### config.mk
export PLATFORM = sky130hd
export DESIGN_NAME = periodic_event_dispatcher
export DESIGN_NICKNAME = d
export VERILOG_FILES = /design/src/sv/ped_pkg.sv /design/src/sv/ped_ram.sv /design/src/sv/ped_cell.sv /design/src/sv/periodic_event_dispatcher.sv
export SDC_FILE = /design/constraint.sdc
export NUM_CORES = 2
export LEC_CHECK = 0
export BUFFER_PORTS_ARGS = -buffer_cell sky130_fd_sc_hd__buf_2
export CAP_MARGIN = 0
export CORE_MARGIN = 2
export CORE_UTILIZATION = 50
export DETAILED_ROUTE_END_ITERATION = 6
export PLACE_DENSITY = 0.68
export SETUP_SLACK_MARGIN = 0.5
export SLEW_MARGIN = 20
export SYNTH_ARGS = -nofsm -noshare
export SYNTH_HDL_FRONTEND = slang
export SYNTH_SLANG_ARGS = --single-unit
### constraint.sdc
create_clock -name i_clk -period 26 [get_ports i_clk]
set_input_delay 0 -clock i_clk [delete_from_list [all_inputs] [get_ports i_clk]]
set_output_delay 0 -clock i_clk [all_outputs]
set_load 0.05 [all_outputs]
### src/sv/ped_pkg.sv
// shared types and constants of the periodic event dispatcher
package ped_pkg;

    localparam int DEF_MAX_EVENTS = 16;
    localparam int DEF_TIME_BITS  = 48;

    localparam int CMD_W    = 2;
    localparam int PMS_W    = 20;
    localparam int PERIOD_W = 30;
    localparam int RUNS_W   = 32;
    localparam int ID_W     = 4;
    localparam int US_PER_MS = 1000;

    typedef enum logic [CMD_W-1:0] {
        CMD_CLEAR    = 2'd0,
        CMD_REGISTER = 2'd1,
        CMD_PROCESS  = 2'd2,
        CMD_NOP      = 2'd3
    } t_cmd;

    typedef enum logic [2:0] {
        ST_IDLE,
        ST_MUL,
        ST_WRITE,
        ST_PREP,
        ST_SCAN,
        ST_DONE
    } t_state;

    // per-cell control
    typedef struct packed {
        logic shift;
        logic load;
        logic clr_q;
    } t_cell_ctl;

endpackage

### src/sv/ped_ram.sv
// generic single-write, single-read ram with registered read data
module ped_ram #(
    parameter int WIDTH = 4,
    parameter int DEPTH = 16
) (
    input  logic                     i_clk,
    input  logic                     i_wr_en,
    input  logic [$clog2(DEPTH)-1:0] i_wr_addr,
    input  logic [WIDTH-1:0]         i_wr_data,
    input  logic [$clog2(DEPTH)-1:0] i_rd_addr,
    output logic [WIDTH-1:0]         o_rd_data
);

    logic [WIDTH-1:0] r_mem [DEPTH];
    logic [WIDTH-1:0] r_rd_data;

    always_ff @(posedge i_clk) begin
        if (i_wr_en) begin
            r_mem[i_wr_addr] <= i_wr_data;
        end
        r_rd_data <= r_mem[i_rd_addr];
    end

    assign o_rd_data = r_rd_data;

endmodule

### src/sv/ped_cell.sv
// one event table cell: period, due time, queued mark and run count
module ped_cell
    import ped_pkg::*;
#(
    parameter int TIME_BITS = DEF_TIME_BITS
) (
    input  logic                 i_clk,
    input  logic                 i_rst_n,
    input  t_cell_ctl            i_ctl,
    // neighbor entry, taken on shift
    input  logic [PERIOD_W-1:0]  i_nb_period,
    input  logic [TIME_BITS-1:0] i_nb_due,
    input  logic                 i_nb_queued,
    input  logic [RUNS_W-1:0]    i_nb_runs,
    // fresh entry, taken on load
    input  logic [PERIOD_W-1:0]  i_wr_period,
    input  logic [TIME_BITS-1:0] i_wr_due,
    output logic [PERIOD_W-1:0]  o_period,
    output logic [TIME_BITS-1:0] o_due,
    output logic                 o_queued,
    output logic [RUNS_W-1:0]    o_runs
);

    logic [PERIOD_W-1:0]  r_period;
    logic [TIME_BITS-1:0] r_due;
    logic                 r_queued;
    logic [RUNS_W-1:0]    r_runs;

    always_ff @(posedge i_clk) begin
        if (!i_rst_n) begin
            r_queued <= 1'b0;
        end else if (i_ctl.clr_q) begin
            r_queued <= 1'b0;
        end else if (i_ctl.shift) begin
            r_queued <= i_nb_queued;
        end else if (i_ctl.load) begin
            r_queued <= 1'b0;
        end
    end

    always_ff @(posedge i_clk) begin
        if (i_ctl.shift) begin
            r_period <= i_nb_period;
            r_due    <= i_nb_due;
            r_runs   <= i_nb_runs;
        end else if (i_ctl.load) begin
            // registering counts as the first run
            r_period <= i_wr_period;
            r_due    <= i_wr_due;
            r_runs   <= RUNS_W'(1);
        end
    end

    assign o_period = r_period;
    assign o_due    = r_due;
    assign o_queued = r_queued;
    assign o_runs   = r_runs;

endmodule

### src/sv/periodic_event_dispatcher.sv
// top level of the periodic event dispatcher: cell ring, run queue and control
//
// Keeps a table of up to MAX_EVENTS periodic events in a ring of cells and a
// FIFO run queue in a small ram. Each input transaction is a command carrying
// the current time: clear empties table and queue; register appends an event
// (period in ms, scaled to us), runs it at once and schedules it at now plus
// period, or answers result_status 1 when the table is full; process walks
// the table in index order, queues every due event not yet queued (due when
// due minus now, as a signed wrap difference, is zero or negative), then
// runs the queue head, bumps its run count and reschedules it. Exactly one
// result transaction per input transaction. A process command rotates the
// ring once past cell 0, one entry per cycle; a register goes through a
// multiplier stage, then the table write. One command is in work at a
// time; a finished result waits in the output register, so the next
// command is taken while it is still stalled.
module periodic_event_dispatcher
    import ped_pkg::*;
#(
    parameter int MAX_EVENTS = DEF_MAX_EVENTS,
    parameter int TIME_BITS  = DEF_TIME_BITS
) (
    input  logic                 i_clk,
    input  logic                 i_rst_n,
    // command channel
    input  logic                 i_in_valid,
    output logic                 o_in_stall,
    input  logic [CMD_W-1:0]     i_command,
    input  logic [PMS_W-1:0]     i_period_ms,
    input  logic [TIME_BITS-1:0] i_now_us,
    // result channel
    output logic                 o_out_valid,
    input  logic                 i_out_stall,
    output logic                 o_dispatched,
    output logic [ID_W-1:0]      o_event_id,
    output logic [RUNS_W-1:0]    o_run_total,
    output logic                 o_result_status
);

    localparam int IDX_W = $clog2(MAX_EVENTS);
    localparam int CNT_W = $clog2(MAX_EVENTS + 1);
    localparam logic [IDX_W-1:0] LAST_IDX = IDX_W'(MAX_EVENTS - 1);
    localparam logic [CNT_W-1:0] FULL_CNT = CNT_W'(MAX_EVENTS);

    // control state
    t_state r_state, n_state;
    logic [CNT_W-1:0] r_used, n_used;
    logic [IDX_W-1:0] r_head, n_head;
    logic [IDX_W-1:0] r_tail, n_tail;
    logic [CNT_W-1:0] r_fill, n_fill;
    logic             r_out_valid, n_out_valid;

    // per-command working registers
    logic [PMS_W-1:0]     r_pms, n_pms;
    logic [TIME_BITS-1:0] r_now, n_now;
    logic [PERIOD_W-1:0]  r_period_calc, n_period_calc;
    logic [IDX_W-1:0]     r_k, n_k;
    logic [IDX_W-1:0]     r_pop_idx, n_pop_idx;
    logic                 r_fifo_had, n_fifo_had;
    logic                 r_got, n_got;

    // result being built, then the output register
    logic                 r_res_disp, n_res_disp;
    logic [ID_W-1:0]      r_res_id, n_res_id;
    logic [RUNS_W-1:0]    r_res_runs, n_res_runs;
    logic                 r_res_status, n_res_status;
    logic                 r_out_disp, n_out_disp;
    logic [ID_W-1:0]      r_out_id, n_out_id;
    logic [RUNS_W-1:0]    r_out_runs, n_out_runs;
    logic                 r_out_status, n_out_status;

    // cell ring
    t_cell_ctl            w_ctl     [MAX_EVENTS];
    logic [PERIOD_W-1:0]  w_period  [MAX_EVENTS];
    logic [TIME_BITS-1:0] w_due     [MAX_EVENTS];
    logic                 w_queued  [MAX_EVENTS];
    logic [RUNS_W-1:0]    w_runs    [MAX_EVENTS];

    // entry at cell 0 after processing, fed back into the last cell
    logic [TIME_BITS-1:0] w_back_due;
    logic                 w_back_queued;
    logic [RUNS_W-1:0]    w_back_runs;

    logic                 w_in_acc;
    logic                 w_res_load;
    logic [TIME_BITS-1:0] w_add_opnd;
    logic [TIME_BITS-1:0] w_new_due;
    logic [TIME_BITS-1:0] w_diff;
    logic                 w_in_use;
    logic                 w_is_due;
    logic                 w_cand;
    logic                 w_disp;
    logic                 w_append;
    logic                 w_pop;
    logic [RUNS_W-1:0]    w_runs_inc;
    logic [IDX_W-1:0]     w_rd_idx;
    logic                 w_ram_we;

    assign w_in_acc   = i_in_valid && !o_in_stall;
    assign o_in_stall = (r_state != ST_IDLE);
    // result moves to the output register once that register is free
    assign w_res_load = (r_state == ST_DONE) && (!r_out_valid || !i_out_stall);

    // one adder serves both the register write and the reschedule
    assign w_add_opnd = (r_state == ST_SCAN) ? TIME_BITS'(w_period[0])
                                             : TIME_BITS'(r_period_calc);
    assign w_new_due  = r_now + w_add_opnd;

    // due test at cell 0: signed wrap difference zero or negative
    assign w_diff     = w_due[0] - r_now;
    assign w_is_due   = (w_diff == '0) || w_diff[TIME_BITS-1];
    assign w_in_use   = CNT_W'(r_k) < r_used;
    assign w_cand     = w_in_use && !w_queued[0] && w_is_due;
    assign w_runs_inc = w_runs[0] + RUNS_W'(1);

    // with a nonempty queue the stored head runs; otherwise the first due
    // entry goes through the queue and straight out again
    assign w_disp   = (r_state == ST_SCAN) &&
                      (r_fifo_had ? (w_in_use && (r_k == r_pop_idx))
                                  : (w_cand && !r_got));
    assign w_append = (r_state == ST_SCAN) && w_cand;
    assign w_pop    = (r_state == ST_SCAN) && (r_k == LAST_IDX) && (r_got || w_disp);

    assign w_back_due    = w_disp ? w_new_due : w_due[0];
    assign w_back_queued = w_disp ? 1'b0 : (w_append ? 1'b1 : w_queued[0]);
    assign w_back_runs   = w_disp ? w_runs_inc : w_runs[0];

    // next state
    always_comb begin
        n_state = r_state;
        unique case (r_state)
            ST_IDLE: begin
                if (w_in_acc) begin
                    unique case (t_cmd'(i_command))
                        CMD_REGISTER: n_state = (r_used == FULL_CNT) ? ST_DONE : ST_MUL;
                        CMD_PROCESS:  n_state = ST_PREP;
                        CMD_CLEAR,
                        CMD_NOP:      n_state = ST_DONE;
                    endcase
                end
            end
            ST_MUL:   n_state = ST_WRITE;
            ST_WRITE: n_state = ST_DONE;
            ST_PREP:  n_state = ST_SCAN;
            ST_SCAN:  n_state = (r_k == LAST_IDX) ? ST_DONE : ST_SCAN;
            ST_DONE:  n_state = w_res_load ? ST_IDLE : ST_DONE;
            default:  n_state = ST_IDLE;
        endcase
    end

    // state outputs: cell controls and queue write
    always_comb begin
        for (int j = 0; j < MAX_EVENTS; j++) begin
            w_ctl[j].shift = (r_state == ST_SCAN);
            w_ctl[j].load  = (r_state == ST_WRITE) && (r_used == CNT_W'(j));
            w_ctl[j].clr_q = w_in_acc && (t_cmd'(i_command) == CMD_CLEAR);
        end
        w_ram_we = w_append;
    end

    // datapath and counters
    always_comb begin
        n_used        = r_used;
        n_head        = r_head;
        n_tail        = r_tail;
        n_fill        = r_fill;
        n_pms         = r_pms;
        n_now         = r_now;
        n_period_calc = r_period_calc;
        n_k           = r_k;
        n_pop_idx     = r_pop_idx;
        n_fifo_had    = r_fifo_had;
        n_got         = r_got;
        n_res_disp    = r_res_disp;
        n_res_id      = r_res_id;
        n_res_runs    = r_res_runs;
        n_res_status  = r_res_status;
        n_out_valid   = r_out_valid && i_out_stall;
        n_out_disp    = r_out_disp;
        n_out_id      = r_out_id;
        n_out_runs    = r_out_runs;
        n_out_status  = r_out_status;

        unique case (r_state)
            ST_IDLE: begin
                if (w_in_acc) begin
                    n_pms        = i_period_ms;
                    n_now        = i_now_us;
                    n_res_disp   = 1'b0;
                    n_res_id     = '0;
                    n_res_runs   = '0;
                    n_res_status = 1'b0;
                    unique case (t_cmd'(i_command))
                        CMD_CLEAR: begin
                            n_used = '0;
                            n_head = '0;
                            n_tail = '0;
                            n_fill = '0;
                        end
                        CMD_REGISTER: n_res_status = (r_used == FULL_CNT);
                        CMD_PROCESS,
                        CMD_NOP: ;
                    endcase
                end
            end
            ST_MUL: begin
                // 20 x 10 bit product always fits the 30 bit period
                n_period_calc = PERIOD_W'(PERIOD_W'(r_pms) * PERIOD_W'(US_PER_MS));
            end
            ST_WRITE: begin
                n_res_disp = 1'b1;
                n_res_id   = ID_W'(r_used);
                n_res_runs = RUNS_W'(1);
                n_used     = r_used + CNT_W'(1);
            end
            ST_PREP: begin
                n_pop_idx  = w_rd_idx;
                n_fifo_had = (r_fill != '0);
                n_k        = '0;
                n_got      = 1'b0;
            end
            ST_SCAN: begin
                n_k = r_k + IDX_W'(1);
                if (w_append) begin
                    n_tail = (r_tail == LAST_IDX) ? '0 : r_tail + IDX_W'(1);
                end
                if (w_disp) begin
                    n_got      = 1'b1;
                    n_res_disp = 1'b1;
                    n_res_id   = ID_W'(r_k);
                    n_res_runs = w_runs_inc;
                end
                if (w_pop) begin
                    n_head = (r_head == LAST_IDX) ? '0 : r_head + IDX_W'(1);
                end
                n_fill = r_fill + CNT_W'(w_append) - CNT_W'(w_pop);
            end
            ST_DONE: begin
                if (w_res_load) begin
                    n_out_valid  = 1'b1;
                    n_out_disp   = r_res_disp;
                    n_out_id     = r_res_id;
                    n_out_runs   = r_res_runs;
                    n_out_status = r_res_status;
                end
            end
            default: ;
        endcase
    end

    always_ff @(posedge i_clk) begin
        if (!i_rst_n) begin
            r_state     <= ST_IDLE;
            r_used      <= '0;
            r_head      <= '0;
            r_tail      <= '0;
            r_fill      <= '0;
            r_out_valid <= 1'b0;
            r_got       <= 1'b0;
            r_fifo_had  <= 1'b0;
        end else begin
            r_state     <= n_state;
            r_used      <= n_used;
            r_head      <= n_head;
            r_tail      <= n_tail;
            r_fill      <= n_fill;
            r_out_valid <= n_out_valid;
            r_got       <= n_got;
            r_fifo_had  <= n_fifo_had;
        end
    end

    always_ff @(posedge i_clk) begin
        r_pms         <= n_pms;
        r_now         <= n_now;
        r_period_calc <= n_period_calc;
        r_k           <= n_k;
        r_pop_idx     <= n_pop_idx;
        r_res_disp    <= n_res_disp;
        r_res_id      <= n_res_id;
        r_res_runs    <= n_res_runs;
        r_res_status  <= n_res_status;
        r_out_disp    <= n_out_disp;
        r_out_id      <= n_out_id;
        r_out_runs    <= n_out_runs;
        r_out_status  <= n_out_status;
    end

    // run queue of table indices; the head is read continuously
    ped_ram #(
        .WIDTH (IDX_W),
        .DEPTH (MAX_EVENTS)
    ) u_queue (
        .i_clk     (i_clk),
        .i_wr_en   (w_ram_we),
        .i_wr_addr (r_tail),
        .i_wr_data (r_k),
        .i_rd_addr (r_head),
        .o_rd_data (w_rd_idx)
    );

    // ring of cells: cell j takes cell j+1, the last cell takes processed cell 0
    for (genvar j = 0; j < MAX_EVENTS; j++) begin : g_cell
        logic [PERIOD_W-1:0]  w_nb_period;
        logic [TIME_BITS-1:0] w_nb_due;
        logic                 w_nb_queued;
        logic [RUNS_W-1:0]    w_nb_runs;

        if (j == MAX_EVENTS - 1) begin : g_wrap
            assign w_nb_period = w_period[0];
            assign w_nb_due    = w_back_due;
            assign w_nb_queued = w_back_queued;
            assign w_nb_runs   = w_back_runs;
        end else begin : g_link
            assign w_nb_period = w_period[j+1];
            assign w_nb_due    = w_due[j+1];
            assign w_nb_queued = w_queued[j+1];
            assign w_nb_runs   = w_runs[j+1];
        end

        ped_cell #(
            .TIME_BITS (TIME_BITS)
        ) u_cell (
            .i_clk       (i_clk),
            .i_rst_n     (i_rst_n),
            .i_ctl       (w_ctl[j]),
            .i_nb_period (w_nb_period),
            .i_nb_due    (w_nb_due),
            .i_nb_queued (w_nb_queued),
            .i_nb_runs   (w_nb_runs),
            .i_wr_period (r_period_calc),
            .i_wr_due    (w_new_due),
            .o_period    (w_period[j]),
            .o_due       (w_due[j]),
            .o_queued    (w_queued[j]),
            .o_runs      (w_runs[j])
        );
    end

    assign o_out_valid     = r_out_valid;
    assign o_dispatched    = r_out_disp;
    assign o_event_id      = r_out_id;
    assign o_run_total     = r_out_runs;
    assign o_result_status = r_out_status;

    // queue never holds more events than the table
    a_fill_le_used: assert property (@(posedge i_clk) disable iff (!i_rst_n)
        r_fill <= r_used)
        else $error("run queue fill exceeds used entries");

    // tail stays head plus fill around the ring
    a_tail_track: assert property (@(posedge i_clk) disable iff (!i_rst_n)
        (int'(r_head) + int'(r_fill) == int'(r_tail)) ||
        (int'(r_head) + int'(r_fill) == int'(r_tail) + MAX_EVENTS))
        else $error("run queue tail out of step with head and fill");

    // a nonempty queue always yields a dispatch during the pass
    a_head_found: assert property (@(posedge i_clk) disable iff (!i_rst_n)
        (r_state == ST_SCAN && r_fifo_had && r_k == LAST_IDX) |-> (r_got || w_disp))
        else $error("queued head not found in table pass");

    // a full table answer never carries a dispatch
    a_full_no_run: assert property (@(posedge i_clk) disable iff (!i_rst_n)
        (w_in_acc && t_cmd'(i_command) == CMD_REGISTER && r_used == FULL_CNT)
        |=> (r_state == ST_DONE && r_res_status && !r_res_disp))
        else $error("full table register produced a dispatch");

endmodule

# ---- Word-level counts from Yosys, hierarchy flattened
# Memory sizes are Yosys's and may differ from the RTL's. A register that Yosys moved wholly into a read port is not among the register bits.
# Index checks and enable logic that the tools add are counted.
dict set report totals {
  regBits 1979
  mem_bits_rw 64
  input_bits 74
  word_cells 370
  mem_count 1
}
dict set report op_classes {
  add_sub_neg 9
  n_mul 1
  n_lt_le_gt_ge 1
  eq_ne 33
  n_mux 167
  bitwise 1
  n_reduce_logical 72
}
# name words width rd rd_clocked_by_memory_dff wr line_no
set mem_list {}
lappend mem_list {u_queue.r_mem 16 4 1 1 1 ped_ram.sv:14} ;# logic [WIDTH-1:0] r_mem [DEPTH];
# operator count
set ops {}
lappend ops {{$mux W48} 33}
lappend ops {{$mux W32} 35}
lappend ops {{$mux W30} 33}
lappend ops {{$pmux W32 S3} 1}
lappend ops {{$add A48 B30 Y48} 1}
lappend ops {{$logic_not A48 Y1} 1}
lappend ops {{$sub A48 B48 Y48} 1}
lappend ops {{$mux W1} 42}
lappend ops {{$eq A5 B4 Y1 const B} 8}
lappend ops {{$reduce_bool A2 Y1} 19}
lappend ops {{$add A32 B1 Y32 const B} 1}
lappend ops {{$mux W4} 8}
lappend ops {{$logic_and A1 B1 Y1} 28}
lappend ops {{$mul A20 B7 Y27 const B} 1}
lappend ops {{$pmux W4 S2} 3}
lappend ops {{$eq A5 B3 Y1 const B} 4}
lappend ops {{$pmux W5 S2} 2}
lappend ops {{$pmux W3 S6} 1}
lappend ops {{$add A4 B1 Y4 const B} 3}
lappend ops {{$eq A4 B4 Y1 const B} 3}
lappend ops {{$pmux W4 S3} 1}
lappend ops {{$eq A5 B2 Y1 const B} 2}
lappend ops {{$mux W5} 2}
lappend ops {{$ne A2 B2 Y1 const B} 5}
lappend ops {{other kinds (28)} 46}

# ---- Longest topological paths before layout
dict set report depth {
  depth_word 11
  depth_mapped 26
}

# ---- Hierarchy
# From an unflattened synthesis, not the netlist that was laid out.
dict set report unflattened {
  cells_unflattened 5880
  area_unflattened_um2 92657.6
}
# mod instances cells_each area_per_inst_um2
set by_module_without_submodules {}
lappend by_module_without_submodules {ped_cell 16 239 4506.8}
lappend by_module_without_submodules {periodic_event_dispatcher 1 1926 17882.2}
lappend by_module_without_submodules {ped_ram 1 130 2666.3}

# ---- Worst setup path before layout
# OpenSTA, ideal clock, no wires.
dict set report synth_path {
  kind {reg2reg}
  from {reg r_state[2]}
  to {reg g_cell[3].u_cell.r_queued}
  t_arrival_ns 9.705
  slack_ns 16.168
  path_stages_with_launch 8
  path_buffers 0
  path_cell_list {dfxtp_1 -> nor2_1 -> nand2_1 -> nor2_1 -> nand2_1 -> o21ai_0 -> o2bb2a_1 -> nor2_1}
}
dict set report synth_between {
  elab_chain_len 5
}
# item line_no
set synth_rtl {}
lappend synth_rtl {{start: declaration} periodic_event_dispatcher.sv:45} ;# t_state r_state, n_state;
lappend synth_rtl {{start signal: assignment} periodic_event_dispatcher.sv:261} ;# r_state <= n_state;
lappend synth_rtl {{$reduce_bool A3 Y1} periodic_event_dispatcher.sv:99} ;# assign o_in_stall = (r_state != ST_IDLE);
lappend synth_rtl {{$logic_not A1 Y1} periodic_event_dispatcher.sv:98} ;# assign w_in_acc = i_in_valid && !o_in_stall;
lappend synth_rtl {{$logic_and A1 B1 Y1} periodic_event_dispatcher.sv:98}
lappend synth_rtl {{$logic_and A1 B1 Y1} periodic_event_dispatcher.sv:155} ;# w_ctl[j].clr_q = w_in_acc && (t_cmd'(i_command) == CMD_CLEAR);
lappend synth_rtl {{$reduce_or A2 Y1 (no source line)} --}
lappend synth_rtl {{end signal: assignment} ped_cell.sv:35} ;# r_queued <= i_nb_queued;
lappend synth_rtl {{end: declaration} ped_cell.sv:26} ;# logic r_queued;
# Parallel ways exist; a longest one is shown, timed or not.
# A chain may end at the register's enable or synchronous reset.

# ---- Final worst setup path
dict set report layout_path {
  from {reg r_state[2]}
  to {reg g_cell[1].u_cell.r_due[42], data pin}
}
dict set report layout_between {
  elab_chain_len 5
}
# item line_no
set layout_rtl {}
lappend layout_rtl {{$eq A3 B3 Y1} periodic_event_dispatcher.sv:104} ;# assign w_add_opnd = (r_state == ST_SCAN) ? TIME_BITS'(w_period[0])
lappend layout_rtl {{$mux W30} periodic_event_dispatcher.sv:104}
lappend layout_rtl {{net w_add_opnd[14]} periodic_event_dispatcher.sv:85} ;# logic [TIME_BITS-1:0] w_add_opnd;
lappend layout_rtl {{$add A48 B30 Y48} periodic_event_dispatcher.sv:106} ;# assign w_new_due = r_now + w_add_opnd;
lappend layout_rtl {{$mux W48} ped_cell.sv:46} ;# end else if (i_ctl.load) begin
lappend layout_rtl {{$mux W48} ped_cell.sv:42} ;# if (i_ctl.shift) begin
lappend layout_rtl {{end signal: assignment} ped_cell.sv:44} ;# r_due <= i_nb_due;
lappend layout_rtl {{end signal: assignment} ped_cell.sv:49} ;# r_due <= i_wr_due;
lappend layout_rtl {{end: declaration} ped_cell.sv:25} ;# logic [TIME_BITS-1:0] r_due;
# The timed path passes the listed nets, and every way through them passes these cells. The select of a mux whose other input is x is not followed.

==> results_dict.tcl <==
set metrics [dict create \
    status "completed" \
    crit_fanout 82 \
    hpwl_mm 106 \
    root_buffer "clkbuf_16" \
    setup_slack_ns 18.22 \
    drc 0 \
    synthSimpleGateAreaFrac 0.0768 \
    ys_types 84 \
    hold_viol_final 0 \
    final_cell_mix "edfxtp_1, a21o_1, and3_1, o21a_1, clkbuf_16" \
    final_cells 8495 \
    viasPerCell 5.83 \
    place_congestion 0.897 \
    yosys_most_used_dff "edfxtp_1" \
    async_reset_ff_frac 0 \
    ys_seq_area_frac 0.698 \
    ir_drop_mv 0.105 \
    initial_core_util 0.503 \
    pre_cts_ws_ns 18.39 \
    ctsHtreeMaxLevel 4 \
    hp-class "in2reg" \
    tightest_slew_ns 1.08 \
    synthAdderAreaFrac 0.0399 \
    syn_area_per_cell_um2 14.8 \
    synth-edff-count 2003 \
    port_buffers 113 \
    fmax_ghz 0.129 \
    rsz0062_at_grt "no" \
    power.density_nw_per_um2 113 \
    grt_pass1_wl_mm 296 \
    cts_sinks 2047 \
    cts_tree "yes" \
    ys_ff_latch 2047 \
    period_needed_ns 7.78 \
    post_cts_buffers 0 \
    synth_top_cell_by_area "edfxtp_1" \
    synth.area.top_cells "edfxtp_1, a21o_1, and3_1" \
    grt_max_degree 352 \
    required_ns 26.57 \
    skew_ns 0.0288 \
    cts_made_buffers 201 \
    ant_nets 0 \
    yosys-mux-area-fraction 0.0120 \
    core_area_um2 174000 \
    drive_gt1_frac 0.0952 \
    synth-xor-area-share 0.0130 \
    die_x_um 422 \
    first_iter_violations 5457 \
    syn_to_final_growth_pct 12.3 \
    synth.top_cell.area_share 0.688 \
    synth_nets 6228 \
    start_kind "flop" \
    clockBufferDepth 3 \
    wire_per_inst_um 22.7 \
    grt.total_usage 0.214 \
    post-route-util 0.565 \
    dieArea_um2 178000 \
    yosysWarnings 0 \
    rows 153 \
    final_common_cell "edfxtp_1" \
    crit_path_end_kind "flop" \
    maxSlewViolCount 0 \
    setup_viol 0 \
    fin_nets 6314 \
    drtPass1Iterations 6 \
    grt_pass1_vias 47900 \
    worst_hold_slack_ns 0.143 \
    fin_setup_tns_ns 0 \
    crit_type "reg2reg" \
    fp.dieH_um 422 \
    synth_top_family_by_area "compound AO/OA/AOI/OAI gates" \
    routed_wl_mm 192 \
    placed_cells 7976 \
    synthCells 5919 \
    fin_crit_sh 0.299 \
    maxSlewHeadroom 0.283 \
    io_pins 114 \
    r2r-start "r_state[2]" \
    synth-compound-area-share 0.132 \
    gr-total-overflow 0 \
    insertion_delay_ns 0.83 \
    cp-startpoint "r_state[2]" \
    drv_cap 0 \
    vias 49600 \
    cp_data_arrival_time_ns 8.34 \
    antenna_found_initial 4 \
    clk_pin_slew_ns 0.06 \
    netlist_area_um2 87400 \
    p_leak_nw 39.5 \
    hp-start "i_out_stall" \
]
critical path: stages, from the launching register on:
cell      delay (ns)
dfxtp_4         0.67
inv_1           0.13
nor3_2          0.52
buf_4           0.73
buf_4           0.71
buf_4           0.76
a21o_1          0.28
ha_1            0.31
a21o_1          0.21
a21o_1          0.21
a21o_1          0.19
a21oi_1         0.15
o311ai_0        0.12
a31oi_1         0.49
o21ai_0         0.33
o31a_1          0.45
nand2_1         0.22
nor2_1          0.08
xnor2_1         0.14
nand2b_1        0.40
o21a_1          0.25
through the flow:
stage,area (um^2),power [mW]
6_report,98200,11.1
4_1_cts,98100,11.2
2_1_floorplan,87400,7.50
3_5_place_dp,90100,8.29
5_1_grt,98200,11.8
3_3_place_gp,90100,8.21
Yosys cell counts (86+ instances only):
library cell     n
edfxtp_1      2003
clkbuf_1       417
o21a_1         275
o21ai_0         94
a21o_1         952
inv_1          197
ha_1           162
xnor2_1         86
nor2_1         141
a21oi_1        131
nand2_1        144
and3_1         554
registers in the layout, indices dropped and copies added, names as in the netlist, 5 cells and up:
| signal | cells |
|---|---|
| g_cell.u_cell.o_due | 768 |
| u_queue.r_mem | 64 |
| g_cell.u_cell.o_period | 480 |
| r_period_calc | 27 |
| r_pms | 20 |
| g_cell.u_cell.o_runs | 512 |
| o_run_total | 32 |
| r_res_runs | 32 |
| g_cell.u_cell.o_queued | 16 |
| r_now | 48 |
| r_used | 5 |
| r_fill | 5 |
area by class of cell:
cell class                      count  area (um^2)
Antenna cell                        1         2.50
Clock inverter                    127         1280
Timing Repair Buffer              332         2820
Fill cell                       13800        75600
Inverter                          197          744
Tap cell                         2325         2910
Clock buffer                      240         5220
Multi-Input combinational cell   3226        24200
Sequential cell                  2047        61000
layer usage:
metal | up-vias | global-route usage | part of all wire
li1 | 22500 | - | -
met1 | 25500 | 0.322 | 0.46
met2 | 1359 | 0.333 | 0.47
met3 | 243 | 0.0277 | 0.055
met4 | 0 | 0.0485 | 0.019
met5 | - | 0 | 0
cell families (layout without fill, tap and decap cells):
group	count (synthesis)	after routing
mux	74	74
xor+xnor	130	130
flops	2047	2047
fa+ha+maj	235	235
other cells	0	1
simple gates	1180	1180
compound gates	1607	1607
buf+inv	646	896
power breakdown:
| part | internal [mW] | leakage (nW) | total (mW) | switching [mW] |
|---|---|---|---|---|
| logic | 1.38 | 17.4 | 3.41 | 2.03 |
| clock network | 1.63 | 3.16 | 2.89 | 1.25 |
| registers | 4.65 | 18.9 | 4.84 | 0.189 |
| total | 7.67 | 39.5 | 11.1 | 3.48 |
path summary, 6_finish.rpt:
kind,end,slack (ns),depth (start not counted)
worst max-delay path,g_cell[1].u_cell.o_due[42],18.22,20
worst min-delay path,o_run_total[2],0.14,3
worst max register to register,g_cell[1].u_cell.o_due[42],18.22,20
worst min register to register,r_pop_idx[3],0.40,0
what timing repair did:
| action | CTS | global route |
|---|---|---|
| gates resized for setup | 0 | 0 |
| hold endpoints to repair | 155 | 0 |
| hold buffers | 147 | 0 |
| setup endpoints to repair | 0 | 0 |
No activity file was read; power rests on OpenSTA's default activity.
